**src/rtl/core/tcfd_pkg.sv**
```systemverilog
`default_nettype none

package tcfd_pkg;

    // Grid limits
    localparam int MAX_COLUMNS = 256;
    localparam int MAX_ROWS    = 128;

    localparam int COL_W      = $clog2(MAX_COLUMNS);
    localparam int ROW_W      = $clog2(MAX_ROWS);
    localparam int ADDR_W     = COL_W + ROW_W;
    localparam int CELL_DEPTH = 2 ** ADDR_W;

    // Size registers hold 1..MAX inclusive
    localparam int COLS_W = $clog2(MAX_COLUMNS + 1);
    localparam int ROWS_W = $clog2(MAX_ROWS + 1);
    localparam int CFG_W  = (COLS_W > ROWS_W) ? COLS_W : ROWS_W;
    localparam int CFG_INDEX_W = 2;

    localparam int COLUMNS_RESET = 80;
    localparam int ROWS_RESET    = 24;

    localparam logic [CFG_INDEX_W-1:0] CFG_COLUMNS = 2'd0;
    localparam logic [CFG_INDEX_W-1:0] CFG_ROWS    = 2'd1;

    // Cell fields
    localparam int SYM_W   = 21;
    localparam int COLOR_W = 8;
    localparam int TRAIT_W = 8;

    // Operation codes; code 3 only visits and advances
    localparam int OP_W = 2;
    localparam logic [OP_W-1:0] OP_MERGE = 2'd0;
    localparam logic [OP_W-1:0] OP_COLOR = 2'd1;
    localparam logic [OP_W-1:0] OP_FULL  = 2'd2;

    // Queue between front and back
    localparam int QUEUE_DEPTH = 2;
    localparam int QPTR_W      = $clog2(QUEUE_DEPTH);
    localparam int QCNT_W      = $clog2(QUEUE_DEPTH + 1);

    typedef struct packed {
        logic [TRAIT_W-1:0] traits;
        logic [COLOR_W-1:0] background;
        logic [COLOR_W-1:0] foreground;
        logic [SYM_W-1:0]   symbol;
    } cell_t;

    localparam int CELL_W = $bits(cell_t);

    typedef struct packed {
        logic [OP_W-1:0]    op;
        cell_t              content;
        logic [COLOR_W-1:0] color;
        logic [COL_W-1:0]   col;
        logic [ROW_W-1:0]   row;
        logic               last;
    } item_t;

    typedef struct packed {
        logic             strobe;
        logic             report;
        logic [COL_W-1:0] col;
        logic [ROW_W-1:0] row;
        cell_t            content;
        logic             last;
    } result_t;

    typedef struct packed {
        logic clearing;
        logic queue_full;
    } hold_t;

endpackage

`default_nettype wire

```
**src/rtl/core/tcfd_queue.sv**
```systemverilog
`default_nettype none

module tcfd_queue (
    input  wire logic            clk,
    input  wire logic            rst_n,
    input  wire logic            push,
    input  wire tcfd_pkg::item_t din,
    input  wire logic            pop,
    output tcfd_pkg::item_t      dout,
    output logic                 empty,
    output logic                 full
);

    tcfd_pkg::item_t entry_reg [tcfd_pkg::QUEUE_DEPTH];

    logic [tcfd_pkg::QPTR_W-1:0] wr_ptr_reg, wr_ptr_next;
    logic [tcfd_pkg::QPTR_W-1:0] rd_ptr_reg, rd_ptr_next;
    logic [tcfd_pkg::QCNT_W-1:0] count_reg, count_next;

    assign empty = (count_reg == '0);
    assign full  = (count_reg == tcfd_pkg::QCNT_W'(tcfd_pkg::QUEUE_DEPTH));
    assign dout  = entry_reg[rd_ptr_reg];

    always_comb
    begin
        wr_ptr_next = wr_ptr_reg;
        rd_ptr_next = rd_ptr_reg;
        count_next  = count_reg;
        if (push)
        begin
            wr_ptr_next = (wr_ptr_reg == tcfd_pkg::QPTR_W'(tcfd_pkg::QUEUE_DEPTH - 1)) ?
                          '0 : wr_ptr_reg + 1'b1;
        end
        if (pop)
        begin
            rd_ptr_next = (rd_ptr_reg == tcfd_pkg::QPTR_W'(tcfd_pkg::QUEUE_DEPTH - 1)) ?
                          '0 : rd_ptr_reg + 1'b1;
        end
        if (push && !pop)
        begin
            count_next = count_reg + 1'b1;
        end
        else if (pop && !push)
        begin
            count_next = count_reg - 1'b1;
        end
    end

    always_ff @(posedge clk or negedge rst_n)
    begin
        if (!rst_n)
        begin
            wr_ptr_reg <= '0;
            rd_ptr_reg <= '0;
            count_reg  <= '0;
        end
        else
        begin
            wr_ptr_reg <= wr_ptr_next;
            rd_ptr_reg <= rd_ptr_next;
            count_reg  <= count_next;
        end
    end

    always_ff @(posedge clk)
    begin
        if (push)
        begin
            entry_reg[wr_ptr_reg] <= din;
        end
    end

endmodule

`default_nettype wire

```
**config.mk**
```make
export PLATFORM = sky130hd
export DESIGN_NAME = tcfd_queue
export DESIGN_NICKNAME = d
export VERILOG_FILES = /design/src/rtl/core/tcfd_pkg.sv /design/src/rtl/core/tcfd_queue.sv
export SDC_FILE = /design/constraint.sdc
export NUM_CORES = 1
export LEC_CHECK = 0
export BUFFER_PORTS_ARGS = -buffer_cell sky130_fd_sc_hd__buf_4
export CAP_MARGIN = 20
export CORE_MARGIN = 2
export CORE_UTILIZATION = 25
export DETAILED_ROUTE_END_ITERATION = 12
export SLEW_MARGIN = 25
export SYNTH_ARGS = -nofsm -noshare
export SYNTH_HDL_FRONTEND = slang
export SYNTH_SLANG_ARGS = --single-unit
```
**constraint.sdc**
```tcl
create_clock -name clk -period 4.8 [get_ports clk]
set_input_delay 0 -clock clk [delete_from_list [all_inputs] [get_ports clk]]
set_output_delay 0 -clock clk [all_outputs]
set_load 0.02 [all_outputs]
```
; ---- Yosys cells after proc, flatten, opt, wreduce, memory -nomap -nowiden
; Memory sizes are Yosys's and may differ from the RTL's.
; Index checks and enable logic that the tools add are counted.
; W data, S select, Z words.
[classes]
n_reduce_logical = 6
eq_ne = 1
muxes = 6
n_addsub = 4
[ops]
columns = op, count
row1 = $mux W1, 4
row2 = $mux W2, 2
row3 = $add A1 B1 Y1 const B, 2
row4 = $add A2 B1 Y2 const B, 1
row5 = $eq A2 B2 Y1 const B, 1
row6 = $logic_and A1 B1 Y1, 2
row7 = $logic_not A1 Y1, 2
row8 = $logic_not A2 Y1, 1
row9 = $reduce_bool A2 Y1, 1
row10 = $sub A2 B1 Y2 const B, 1
[totals]
in_bits = 75
memories = 1
regBits = 4
output_inout_bits = 73
mem_bits_rw = 142
word_cells = 21
[memory_table]
columns = name, words, width, read_ports, rd_clocked_by_memory_dff, write_ports, line
row1 = entry_reg, 2, 71, 1, 0, 1, tcfd_queue.sv:14  ; tcfd_pkg::item_t entry_reg [tcfd_pkg::QUEUE_DEPTH];

; ---- Longest topological paths before layout
[logic_depth]
ltp_word = 4
depth_mapped = 5
mapped_depth_nobuf = 5

; ---- Worst setup path before layout
; Ideal clock, no wire load.
[synth_path]
kind = reg-to-reg
start = register wr_ptr_reg
end = memory entry_reg[0][0] (netlist bit), enable pin
path_buffers = 0
t_arrival_ns = 3.555
t_required_ns = 4.291
synth_period_minus_slack_ns = 4.064
slack_ns = 0.736
setup_time_ns = 0.509
path_stages_with_launch = 2
cell_sequence = dfrtp_1 nor2b_1
[synth_rtl]
columns = element, line
row1 = start: declaration, tcfd_queue.sv:16  ; logic [tcfd_pkg::QPTR_W-1:0] wr_ptr_reg, wr_ptr_next;
row2 = start signal: assignment, tcfd_queue.sv:59  ; wr_ptr_reg <= wr_ptr_next;
row3 = end: declaration, tcfd_queue.sv:14
; No word-level cell before the write port.

==> results.json <==
{
  "drc": 0,
  "final-hold-violation-count": 0,
  "syn-mean-instance-area_sq_um": 23.9,
  "worstPathCellList": "buf_4 -> mux2_4 -> buf_4",
  "reg2regPathDepth": 3,
  "layout.nets": 550,
  "n_antenna_cell": 0,
  "tightestPinTransition_ps": 847,
  "critPathRequiredTime_ps": 4800,
  "hold_class": "input port to register",
  "rsz0062_at_grt": "false",
  "rows": 55,
  "hpwl_um": 6980,
  "grt_use_total_pct": 9.33,
  "hold_start": "din[31]",
  "clock.fmax_mhz": 394,
  "yosysSeqAreaShare_pct": 77.1,
  "synth_common_cells": "edfxtp_1, mux2_4, buf_12",
  "maxSlewViolCount": 0,
  "clkTransAtPathRegs_ps": 60,
  "vias": 2985,
  "drt_iter0_markers": 113,
  "crit_arrival_ps": 2540,
  "ir_drop_mv": 0.224,
  "cts_root_buf": "clkbuf_16",
  "synth_cells": 237,
  "ios": 148,
  "routed_via_density": 3.87,
  "fin_crit_ps": 2540,
  "status": "finished, final reports clean",
  "chipWidth_um": 154,
  "cts_sinks": 146,
  "maxCapViolCount": 0,
  "ys.flop_type": "edfxtp_1",
  "numCtsBuffers": 17,
  "clkLatencyLatePin_ps": 410,
  "fin_skew_ps": 5.53,
  "end_kind": "primary output",
  "drive_above_1_share_pct": 52.4,
  "die_height_um": 154,
  "area_delta_synth_final_pct": 48.3,
  "max-clock-path-buffers": 2,
  "setup_violations": 0,
  "grt_pass1_vias": 3209,
  "relSlewSlack_pct": 43.5,
  "cts_tree": "yes",
  "slowest_stage": "dfrtp_4",
  "dr.pass1.iters": 4,
  "fin_area_sq_mm": 0.00839,
  "antenna_left": 0,
  "routedWlPerCell_um": 14.3,
  "worstReg2RegStart": "wr_ptr_reg",
  "yosys.area.top_type_share_pct": 75.3,
  "synth.top_cells.by_area": "edfxtp_1, mux2_4, buf_12",
  "route.final.wire_length_um": 11100,
  "core_sq_mm": 0.0224,
  "yosysUniqueCellTypes": 13,
  "power.density_mw_per_mm2": 574,
  "finalCritPeriodShare_pct": 52.9,
  "async_reset_ff_share_pct": 2.74,
  "grt.overflow.total": 0,
  "max_stage_delay_ps": 980,
  "synth_area_sq_mm": 0.00566,
  "hold_end": "entry_reg[1][31]",
  "place_area_sq_mm": 0.00702,
  "fp.dieArea_sq_mm": 0.0239,
  "rrSetupSlack_ps": 2830,
  "synth-edff-count": 142,
  "cp_common_cell": "buf_4",
  "fin_tns_setup_ps": 0,
  "synth_nets": 313,
  "ys_ff_latch": 146,
  "r2r_end": "entry_reg[0][44]",
  "start_util_pct": 25.2,
  "p_leak_nw": 3.34,
  "place.gp.congestion": 0.663,
  "grt_first_pass_wirelength_um": 16700,
  "grt_max_degree": 72,
  "largest_reg_flops": 142,
  "synth.most_common_cell": "edfxtp_1",
  "antenna_found_initial": 0,
  "yosysTopAreaCell": "edfxtp_1",
  "crit_type": "register to primary output",
  "yosysWarningCount": 0,
  "h-tree-depth": 4,
  "worstPathMaxFanout": 43,
  "port-buffer-count": 147,
  "holdPathStages": 2,
  "crit_path_start_kind": "register"
}
[worst max-delay path: cells and delay by family (launching register included)]
family	cells	cell delay (ps)
buf+inv	2	780
flops	1	980
mux	1	350
[per-stage QoR]
stage / hold WS [ps] / util, % / std cells / worst slack, ps / power (mW)
6_report: 316 / 37.4 / 772 / 2260 / 4.81
5_1_grt: 298 / 37.4 / 772 / 2100 / 5.04
4_1_cts: 287 / 37.3 / 771 / 2180 / 4.89
3_5_place_dp: -200 / 31.3 / 664 / 2630 / 3.50
3_3_place_gp: -202 / 31.2 / 663 / 2450 / 3.47
2_1_floorplan: -296 / - / 237 / 736 / 3.01
[routing by layer]
metal / vias up / track usage (%) / share of wire [%]
met5: - / 0 / 0
met4: 0 / 3.44 / 1.1
met3: 7 / 3.03 / 6.2
met2: 107 / 15.7 / 50
met1: 1459 / 11.2 / 43
li1: 1412 / - / -
[report_power, final]
group          switching [mW]  internal (mW)
logic                   0.770          0.865
clock network           0.482          0.834
registers               0.169           1.69
total                    1.42           3.39
[repair_timing]
action / 4_1_cts / 5_1_grt
resized for setup: 0 / 0
hold buffers: 75 / 0
setup endpoints to repair: 0 / 0
setup buffers: 0 / 0
endpoints found under the hold margin: 149 / 0
[kinds of logic after synthesis]
family | share of synthesized area, %
buffers and inverters | 2.74
AND/OR/NAND/NOR | 0.464
adder cells (fa/ha/maj) | 0.221
flip-flops | 77.1
XOR/XNOR | 0.774
multiplexers | 18.7
[worst max-delay path by stage]
stage                           from              end  slack, ps  cells past startpoint
final                     rd_ptr_reg         dout[29]       2260                      3
after global routing      rd_ptr_reg         dout[65]       2100                      3
after CTS                 rd_ptr_reg         dout[29]       2180                      3
after detailed placement  rd_ptr_reg         dout[25]       2630                      3
after global placement    wr_ptr_reg  entry_reg[0][0]       2450                      2
after floorplan           wr_ptr_reg  entry_reg[0][0]        740                      1
[layout make-up]
class / instances / area, sq um
Inverter: 1 / 3.75
Timing Repair Buffer: 226 / 1910
Fill cell: 2090 / 14000
Tap cell: 285 / 357
Sequential cell: 146 / 4370
Multi-Input combinational cell: 82 / 1150
Clock inverter: 8 / 101
Clock buffer: 24 / 502
[placed cells by master, fill, tap and decap left out, types with 2 or more instances in the layout]
master         instances
buf_12                 2
buf_4                149
bufinv_16              2
clkbuf_1               2
clkbuf_16             17
clkbuf_8               5
clkinv_2               2
clkinvlp_4             3
dfrtp_1                3
dlygate4sd3_1         75
edfxtp_1             142
mux2_2                 2
mux2_4                69
nor2_1                 2
xor2_1                 4
(Power assumes the default switching activity.)
