### src/rtl/core/tcfd_pkg.sv
`default_nettype none

package tcfd_pkg;

    // Grid limits
    localparam int MAX_COLUMNS = 256;
    localparam int MAX_ROWS    = 128;

    localparam int COL_W      = $clog2(MAX_COLUMNS);
    localparam int ROW_W      = $clog2(MAX_ROWS);
    localparam int ADDR_W     = COL_W + ROW_W;
    localparam int CELL_DEPTH = 2 ** ADDR_W;

    // Size registers hold 1..MAX inclusive
    localparam int COLS_W = $clog2(MAX_COLUMNS + 1);
    localparam int ROWS_W = $clog2(MAX_ROWS + 1);
    localparam int CFG_W  = (COLS_W > ROWS_W) ? COLS_W : ROWS_W;
    localparam int CFG_INDEX_W = 2;

    localparam int COLUMNS_RESET = 80;
    localparam int ROWS_RESET    = 24;

    localparam logic [CFG_INDEX_W-1:0] CFG_COLUMNS = 2'd0;
    localparam logic [CFG_INDEX_W-1:0] CFG_ROWS    = 2'd1;

    // Cell fields
    localparam int SYM_W   = 21;
    localparam int COLOR_W = 8;
    localparam int TRAIT_W = 8;

    // Operation codes; code 3 only visits and advances
    localparam int OP_W = 2;
    localparam logic [OP_W-1:0] OP_MERGE = 2'd0;
    localparam logic [OP_W-1:0] OP_COLOR = 2'd1;
    localparam logic [OP_W-1:0] OP_FULL  = 2'd2;

    // Queue between front and back
    localparam int QUEUE_DEPTH = 2;
    localparam int QPTR_W      = $clog2(QUEUE_DEPTH);
    localparam int QCNT_W      = $clog2(QUEUE_DEPTH + 1);

    typedef struct packed {
        logic [TRAIT_W-1:0] traits;
        logic [COLOR_W-1:0] background;
        logic [COLOR_W-1:0] foreground;
        logic [SYM_W-1:0]   symbol;
    } cell_t;

    localparam int CELL_W = $bits(cell_t);

    typedef struct packed {
        logic [OP_W-1:0]    op;
        cell_t              content;
        logic [COLOR_W-1:0] color;
        logic [COL_W-1:0]   col;
        logic [ROW_W-1:0]   row;
        logic               last;
    } item_t;

    typedef struct packed {
        logic             strobe;
        logic             report;
        logic [COL_W-1:0] col;
        logic [ROW_W-1:0] row;
        cell_t            content;
        logic             last;
    } result_t;

    typedef struct packed {
        logic clearing;
        logic queue_full;
    } hold_t;

endpackage

`default_nettype wire

### src/rtl/core/tcfd_front.sv
`default_nettype none

module tcfd_front (
    input  wire logic                                clk,
    input  wire logic                                rst_n,
    input  wire logic                                start,
    input  wire tcfd_pkg::hold_t                     hold,
    output logic                                     busy,
    input  wire logic [tcfd_pkg::OP_W-1:0]           operation,
    input  wire logic [tcfd_pkg::SYM_W-1:0]          in_symbol,
    input  wire logic [tcfd_pkg::COLOR_W-1:0]        in_foreground,
    input  wire logic [tcfd_pkg::COLOR_W-1:0]        in_background,
    input  wire logic [tcfd_pkg::TRAIT_W-1:0]        in_traits,
    input  wire logic [tcfd_pkg::COLOR_W-1:0]        match_color,
    input  wire logic                                cfg_write,
    input  wire logic [tcfd_pkg::CFG_INDEX_W-1:0]    cfg_index,
    input  wire logic [tcfd_pkg::CFG_W-1:0]          cfg_data,
    output logic                                     push,
    output tcfd_pkg::item_t                          item
);

    logic [tcfd_pkg::COLS_W-1:0] cols_reg, cols_next;
    logic [tcfd_pkg::ROWS_W-1:0] rows_reg, rows_next;
    logic [tcfd_pkg::COL_W-1:0]  col_reg, col_next;
    logic [tcfd_pkg::ROW_W-1:0]  row_reg, row_next;

    logic [tcfd_pkg::COLS_W-1:0] col_plus;
    logic [tcfd_pkg::ROWS_W-1:0] row_plus;
    logic                        col_wrap;
    logic                        row_wrap;
    logic [tcfd_pkg::COLS_W-1:0] cols_raw;
    logic [tcfd_pkg::ROWS_W-1:0] rows_raw;

    assign busy = hold.clearing || hold.queue_full;
    assign push = start && !busy;

    assign col_plus = tcfd_pkg::COLS_W'(col_reg) + 1'b1;
    assign row_plus = tcfd_pkg::ROWS_W'(row_reg) + 1'b1;
    assign col_wrap = (col_plus >= cols_reg);
    assign row_wrap = (row_plus >= rows_reg);

    assign cols_raw = cfg_data[tcfd_pkg::COLS_W-1:0];
    assign rows_raw = cfg_data[tcfd_pkg::ROWS_W-1:0];

    always_comb
    begin
        item.op                 = operation;
        item.content.symbol     = in_symbol;
        item.content.foreground = in_foreground;
        item.content.background = in_background;
        item.content.traits     = in_traits;
        item.color              = match_color;
        item.col                = col_reg;
        item.row                = row_reg;
        item.last               = col_wrap && row_wrap;
    end

    always_comb
    begin
        cols_next = cols_reg;
        rows_next = rows_reg;
        col_next  = col_reg;
        row_next  = row_reg;
        if (cfg_write && cfg_index == tcfd_pkg::CFG_COLUMNS)
        begin
            if (cols_raw == '0)
            begin
                cols_next = tcfd_pkg::COLS_W'(1);
            end
            else if (cols_raw > tcfd_pkg::COLS_W'(tcfd_pkg::MAX_COLUMNS))
            begin
                cols_next = tcfd_pkg::COLS_W'(tcfd_pkg::MAX_COLUMNS);
            end
            else
            begin
                cols_next = cols_raw;
            end
            col_next = '0;
            row_next = '0;
        end
        else if (cfg_write && cfg_index == tcfd_pkg::CFG_ROWS)
        begin
            if (rows_raw == '0)
            begin
                rows_next = tcfd_pkg::ROWS_W'(1);
            end
            else if (rows_raw > tcfd_pkg::ROWS_W'(tcfd_pkg::MAX_ROWS))
            begin
                rows_next = tcfd_pkg::ROWS_W'(tcfd_pkg::MAX_ROWS);
            end
            else
            begin
                rows_next = rows_raw;
            end
            col_next = '0;
            row_next = '0;
        end
        else if (push)
        begin
            if (!col_wrap)
            begin
                col_next = col_plus[tcfd_pkg::COL_W-1:0];
            end
            else
            begin
                col_next = '0;
                row_next = row_wrap ? '0 : row_plus[tcfd_pkg::ROW_W-1:0];
            end
        end
    end

    always_ff @(posedge clk or negedge rst_n)
    begin
        if (!rst_n)
        begin
            cols_reg <= tcfd_pkg::COLS_W'(tcfd_pkg::COLUMNS_RESET);
            rows_reg <= tcfd_pkg::ROWS_W'(tcfd_pkg::ROWS_RESET);
            col_reg  <= '0;
            row_reg  <= '0;
        end
        else
        begin
            cols_reg <= cols_next;
            rows_reg <= rows_next;
            col_reg  <= col_next;
            row_reg  <= row_next;
        end
    end

endmodule

`default_nettype wire

### config.mk
export PLATFORM = sky130hd
export DESIGN_NAME = tcfd_front
export DESIGN_NICKNAME = d
export VERILOG_FILES = /design/src/rtl/core/tcfd_pkg.sv /design/src/rtl/core/tcfd_front.sv
export SDC_FILE = /design/constraint.sdc
export NUM_CORES = 1
export LEC_CHECK = 0
export BUFFER_PORTS_ARGS = -buffer_cell sky130_fd_sc_hd__buf_4
export CORE_MARGIN = 3
export CORE_UTILIZATION = 45
export CTS_CLUSTER_DIAMETER = 150
export CTS_CLUSTER_SIZE = 30
export DETAILED_ROUTE_END_ITERATION = 7
export GPL_TIMING_DRIVEN = 0
export PLACE_DENSITY = 0.87
export RECOVER_POWER = 100
export SYNTH_ARGS = -nofsm -noshare
export SYNTH_HDL_FRONTEND = slang
export SYNTH_SLANG_ARGS = --single-unit
### constraint.sdc
create_clock -name clk -period 3.9 [get_ports clk]
set_clock_uncertainty 0.2 [all_clocks]
set_input_delay 0.78 -clock clk [delete_from_list [all_inputs] [get_ports clk]]
set_output_delay 0.78 -clock clk [all_outputs]
set_load 0.005 [all_outputs]
; Yosys cells after proc, flatten, opt, wreduce, memory -nomap -nowiden
; Cells that the tools add are included.
[totals]
regBits = 32
input_bits = 72
[classes]
addsub = 2
magnitude_cmp = 4
eq_ne = 1
mux = 13
n_bitwise = 1
reduce_logical = 13
[ops]
columns = cell, count
row1 = two-way mux 8 bit, 6
row2 = two-way mux 7 bit, 5
row3 = two-way mux 9 bit, 2
row4 = "adder 8 x 1 -> 9 bit, second input constant", 1
row5 = greater-or-equal comparator 9 bit, 1
row6 = "greater-than comparator 9 bit, second input constant", 1
row7 = logical NOT 9 bit, 1
row8 = "adder 7 x 1 -> 8 bit, second input constant", 1
row9 = greater-or-equal comparator 8 bit, 1
row10 = "greater-than comparator 8 bit, second input constant", 1
row11 = logical NOT 8 bit, 1
row12 = nonzero test 3 bit, 2
row13 = logical AND 1 bit, 4
row14 = AND reduction 2 bit, 2
row15 = "== test 2 x 1 -> 1 bit, second input constant", 1
row16 = logical NOT 2 bit, 1
row17 = logical NOT 1 bit, 1
row18 = logical OR 1 bit, 1
row19 = NOT 1 bit, 1

; Depth between registers and ports, before layout
[logic_depth]
word_depth = 7
mapped_depth = 12

; Worst setup path before layout
; Ideal clock, no wire load.
[synth_timing]
path_kind = reg2out
start = register col_reg[0] (netlist name)
end = output port item[0] (netlist name)
arrival_time_ns = 2.394
setup_slack_ns = 0.526
stages_incl_launch_ff = 11
n_path_buf = 1
cell_sequence = dfrtp_1 > ha_1 > and3_1 > and3_1 > and3_1 > ha_1 > nand2_1 > or3_1 > and2_4 > buf_6 > nor2_1
[synth_rtl]
columns = item, line_no
row1 = start: declaration, tcfd_front.sv:24  ; logic [tcfd_pkg::COL_W-1:0] col_reg, col_next;
row2 = start signal: assignment, tcfd_front.sv:125  ; col_reg <= col_next;
row3 = end: declaration, tcfd_front.sv:19  ; output tcfd_pkg::item_t item

==> results.json <==
{
  "synth_top_cells_by_area": "dfrtp_1, buf_4, ha_1, dfstp_2, nand2_1",
  "timing.final.ws_setup_ns": 0.1363,
  "cts.path.max_buffers": 2,
  "multi_input_area_um2": 1216,
  "ys_seq_elements": 32,
  "yosysWarnings": 0,
  "cts_tree": "done",
  "seq_area_um2": 808.3,
  "antenna_cells": 0,
  "synthesis.instances": 286,
  "fmax_mhz": 265.7,
  "power_mw": 0.9363,
  "top_usage_layer": "met2",
  "synth-compound-area-share": 0.1448,
  "synth_cell_types": 40,
  "gp_congestion": 0.8609,
  "final_cell_mix": "buf_4, clkbuf_4, dfrtp_1",
  "power_leakage_nw": 1.699,
  "nets": 479,
  "violations": "capacitance limit, slew limit",
  "die_x_um": 80.87,
  "io_buffers": 89,
  "largest_reg_flops": 9,
  "clock_tree.root_cell": "clkbuf_8",
  "grt_pass1_wl_mm": 9.666,
  "h-tree-depth": 2,
  "fp-row-count": 26,
  "slew_viol_final": 33,
  "stdcell_count": 459,
  "io_pins": 145,
  "finalSetupViolCount": 0,
  "cp_data_required_time_ns": 2.92,
  "clkTransAtPathRegs_ns": 0.06,
  "yosys.area_share.xor_xnor": 0.03819,
  "tightest_slew_ns": 1.710,
  "clock-sinks": 32,
  "final_common_cell": "buf_4",
  "drc": 0,
  "dieArea_um2": 6540,
  "use_met2": 0.3325,
  "die_y_um": 80.87,
  "cp.arrival_ns": 2.78,
  "dp_hpwl_mm": 4.969,
  "globalRouteMet1Util": 0.2184,
  "syn_avg_cell_area_um2": 8.820,
  "hold_buffers": 0,
  "p_per_area_nw_per_um2": 273.9,
  "coreArea_um2": 5270,
  "cts_buffers": 5,
  "dpl.cell_count": 445,
  "finalWirelength_mm": 6.337,
  "vias": 2372,
  "fin_crit_ns": 3.764,
  "rsz0062_at_grt": "false",
  "worst-path-max-fanout": 10,
  "synthAdderAreaFrac": 0.09425,
  "grt_pass1_vias": 2216,
  "area_growth_pct": 35.52,
  "antenna_left": 0,
  "holdWs_ns": 0.2775,
  "grt_util_met3": 0.03991,
  "nFillCells": 443,
  "track_usage": 0.1886,
  "synth_seq_area_share": 0.3194,
  "via_per_inst": 5.168,
  "avgRoutedWirePerCell_um": 13.81,
  "status": "finished, violations left",
  "grt_overflow": 0,
  "drive_gt1_frac": 0.4396,
  "hp-class": "flip-flop to flip-flop",
  "drv_cap": 1,
  "end_kind": "output pin",
  "hold_viol_final": 0,
  "fin_tns_setup_ns": 0,
  "initial_utilization": 0.4786,
  "max_slew_margin": -0.1402,
  "synth.top_cell.area_share": 0.2778,
  "yosys.area.top_type": "dfrtp_1",
  "synth_top_family_by_area": "buffers and inverters",
  "antenna_found_initial": 0,
  "preCtsSetupSlack_ns": 0.2588,
  "synthSimpleGateAreaFrac": 0.1855,
  "startpoint_type": "flip-flop",
  "syn_nets": 377,
  "firstDrtPassIters": 4,
  "fin_crit_sh": 0.9651,
  "dr.first_iter.drc_count": 131,
  "muxShareOfSynthArea": 0.008929,
  "critical_path_class": "flip-flop to output pin",
  "synth.cell_area_um2": 2522,
  "grt_max_degree": 33,
  "irDropWorstVdd_uv": 133.4,
  "clkLatencyLatePin_ns": 0.29
}
-- repair_timing --
item                       4_1_cts  5_1_grt
pin swaps                        0        0
gates resized for setup          2        6
setup endpoints to repair        1        1
buffers inserted                 0        6
-- cells by family (layout without fill, tap and decap cells) --
group | count (synthesis) | after routing
DFF | 32 | 32
xor gates and xnor gates | 11 | 11
muxes | 2 | 2
adders and majority gates | 19 | 19
buffers and inverters | 82 | 185
and+or+nand+nor | 86 | 86
AOI/OAI and AO/OA | 54 | 54
-- critical path, stage by stage, from the launching register on --
cell,delay (ns)
dfrtp_2,0.44
ha_4,0.18
and3_2,0.24
and3_4,0.19
and3_1,0.18
ha_1,0.29
nand2_1,0.08
or3_4,0.39
and2_4,0.15
buf_6,0.14
nor2_2,0.10
buf_4,0.11
-- synth_stat cells (all sizes together) --
cell type / n
a2111oi: 1
a211oi: 3
a21oi: 15
a22o: 5
a32o: 4
a41oi: 1
and2: 1
and3: 6
buf: 59
clkbuf: 5
dfrtp: 28
dfstp: 4
ha: 19
inv: 18
mux2: 2
nand2: 25
nand2b: 11
nand3: 10
nand3b: 1
nand4: 5
nand4b: 1
nor2: 8
nor2b: 3
nor3: 5
nor3b: 3
nor4: 2
o21ai: 18
o22ai: 3
o2bb2ai: 1
o31ai: 3
or3: 5
xnor2: 5
xor2: 6
-- path summary, 6_finish.rpt --
path	start	end	slack, ns	cells past startpoint
max reg2reg	col_reg[0]$_DFFE_PN0P_	col_reg[5]$_DFFE_PN0P_	0.73	11
min in group asynchronous	rst_n	row_reg[5]$_DFFE_PN0P_	0.73	1
min reg2reg	rows_reg[3]$_DFFE_PN1P_	rows_reg[3]$_DFFE_PN1P_	0.28	2
max	col_reg[0]$_DFFE_PN0P_	item[0]	0.14	11
max in group asynchronous	rst_n	col_reg[1]$_DFFE_PN0P_	1.66	1
min	rows_reg[3]$_DFFE_PN1P_	rows_reg[3]$_DFFE_PN1P_	0.28	2
-- per-layer routing --
layer,wire length (um),vias to the layer above
li1,-,1140
met1,2278,1107
met2,3329,112
met3,603,13
met4,125,0
met5,0,-
-- layout make-up --
type,instances,area share
inverter,18,0.01977
clock buffer,8,0.02635
sequential,32,0.2365
tap,70,0.02562
timing repair buffer,95,0.2031
buffer,64,0.1329
multi-input combinational,172,0.3558
-- through the flow --
| stage | area, um^2 | utilization |
|---|---|---|
| final | 3418 | 0.6486 |
| after global routing | 3418 | 0.6486 |
| after CTS | 3372 | 0.6398 |
| after detailed placement | 3278 | 0.6220 |
| after global placement | 3278 | 0.6220 |
| after floorplan | 2522 | - |
-- power by group --
part           internal [mW]  switching (mW)  total, mW
clock network          0.144           0.125      0.269
logic                  0.157           0.129      0.286
registers              0.364          0.0179      0.381
total                  0.664           0.272      0.936
Note: power is estimated with default switching activity, not from simulation.
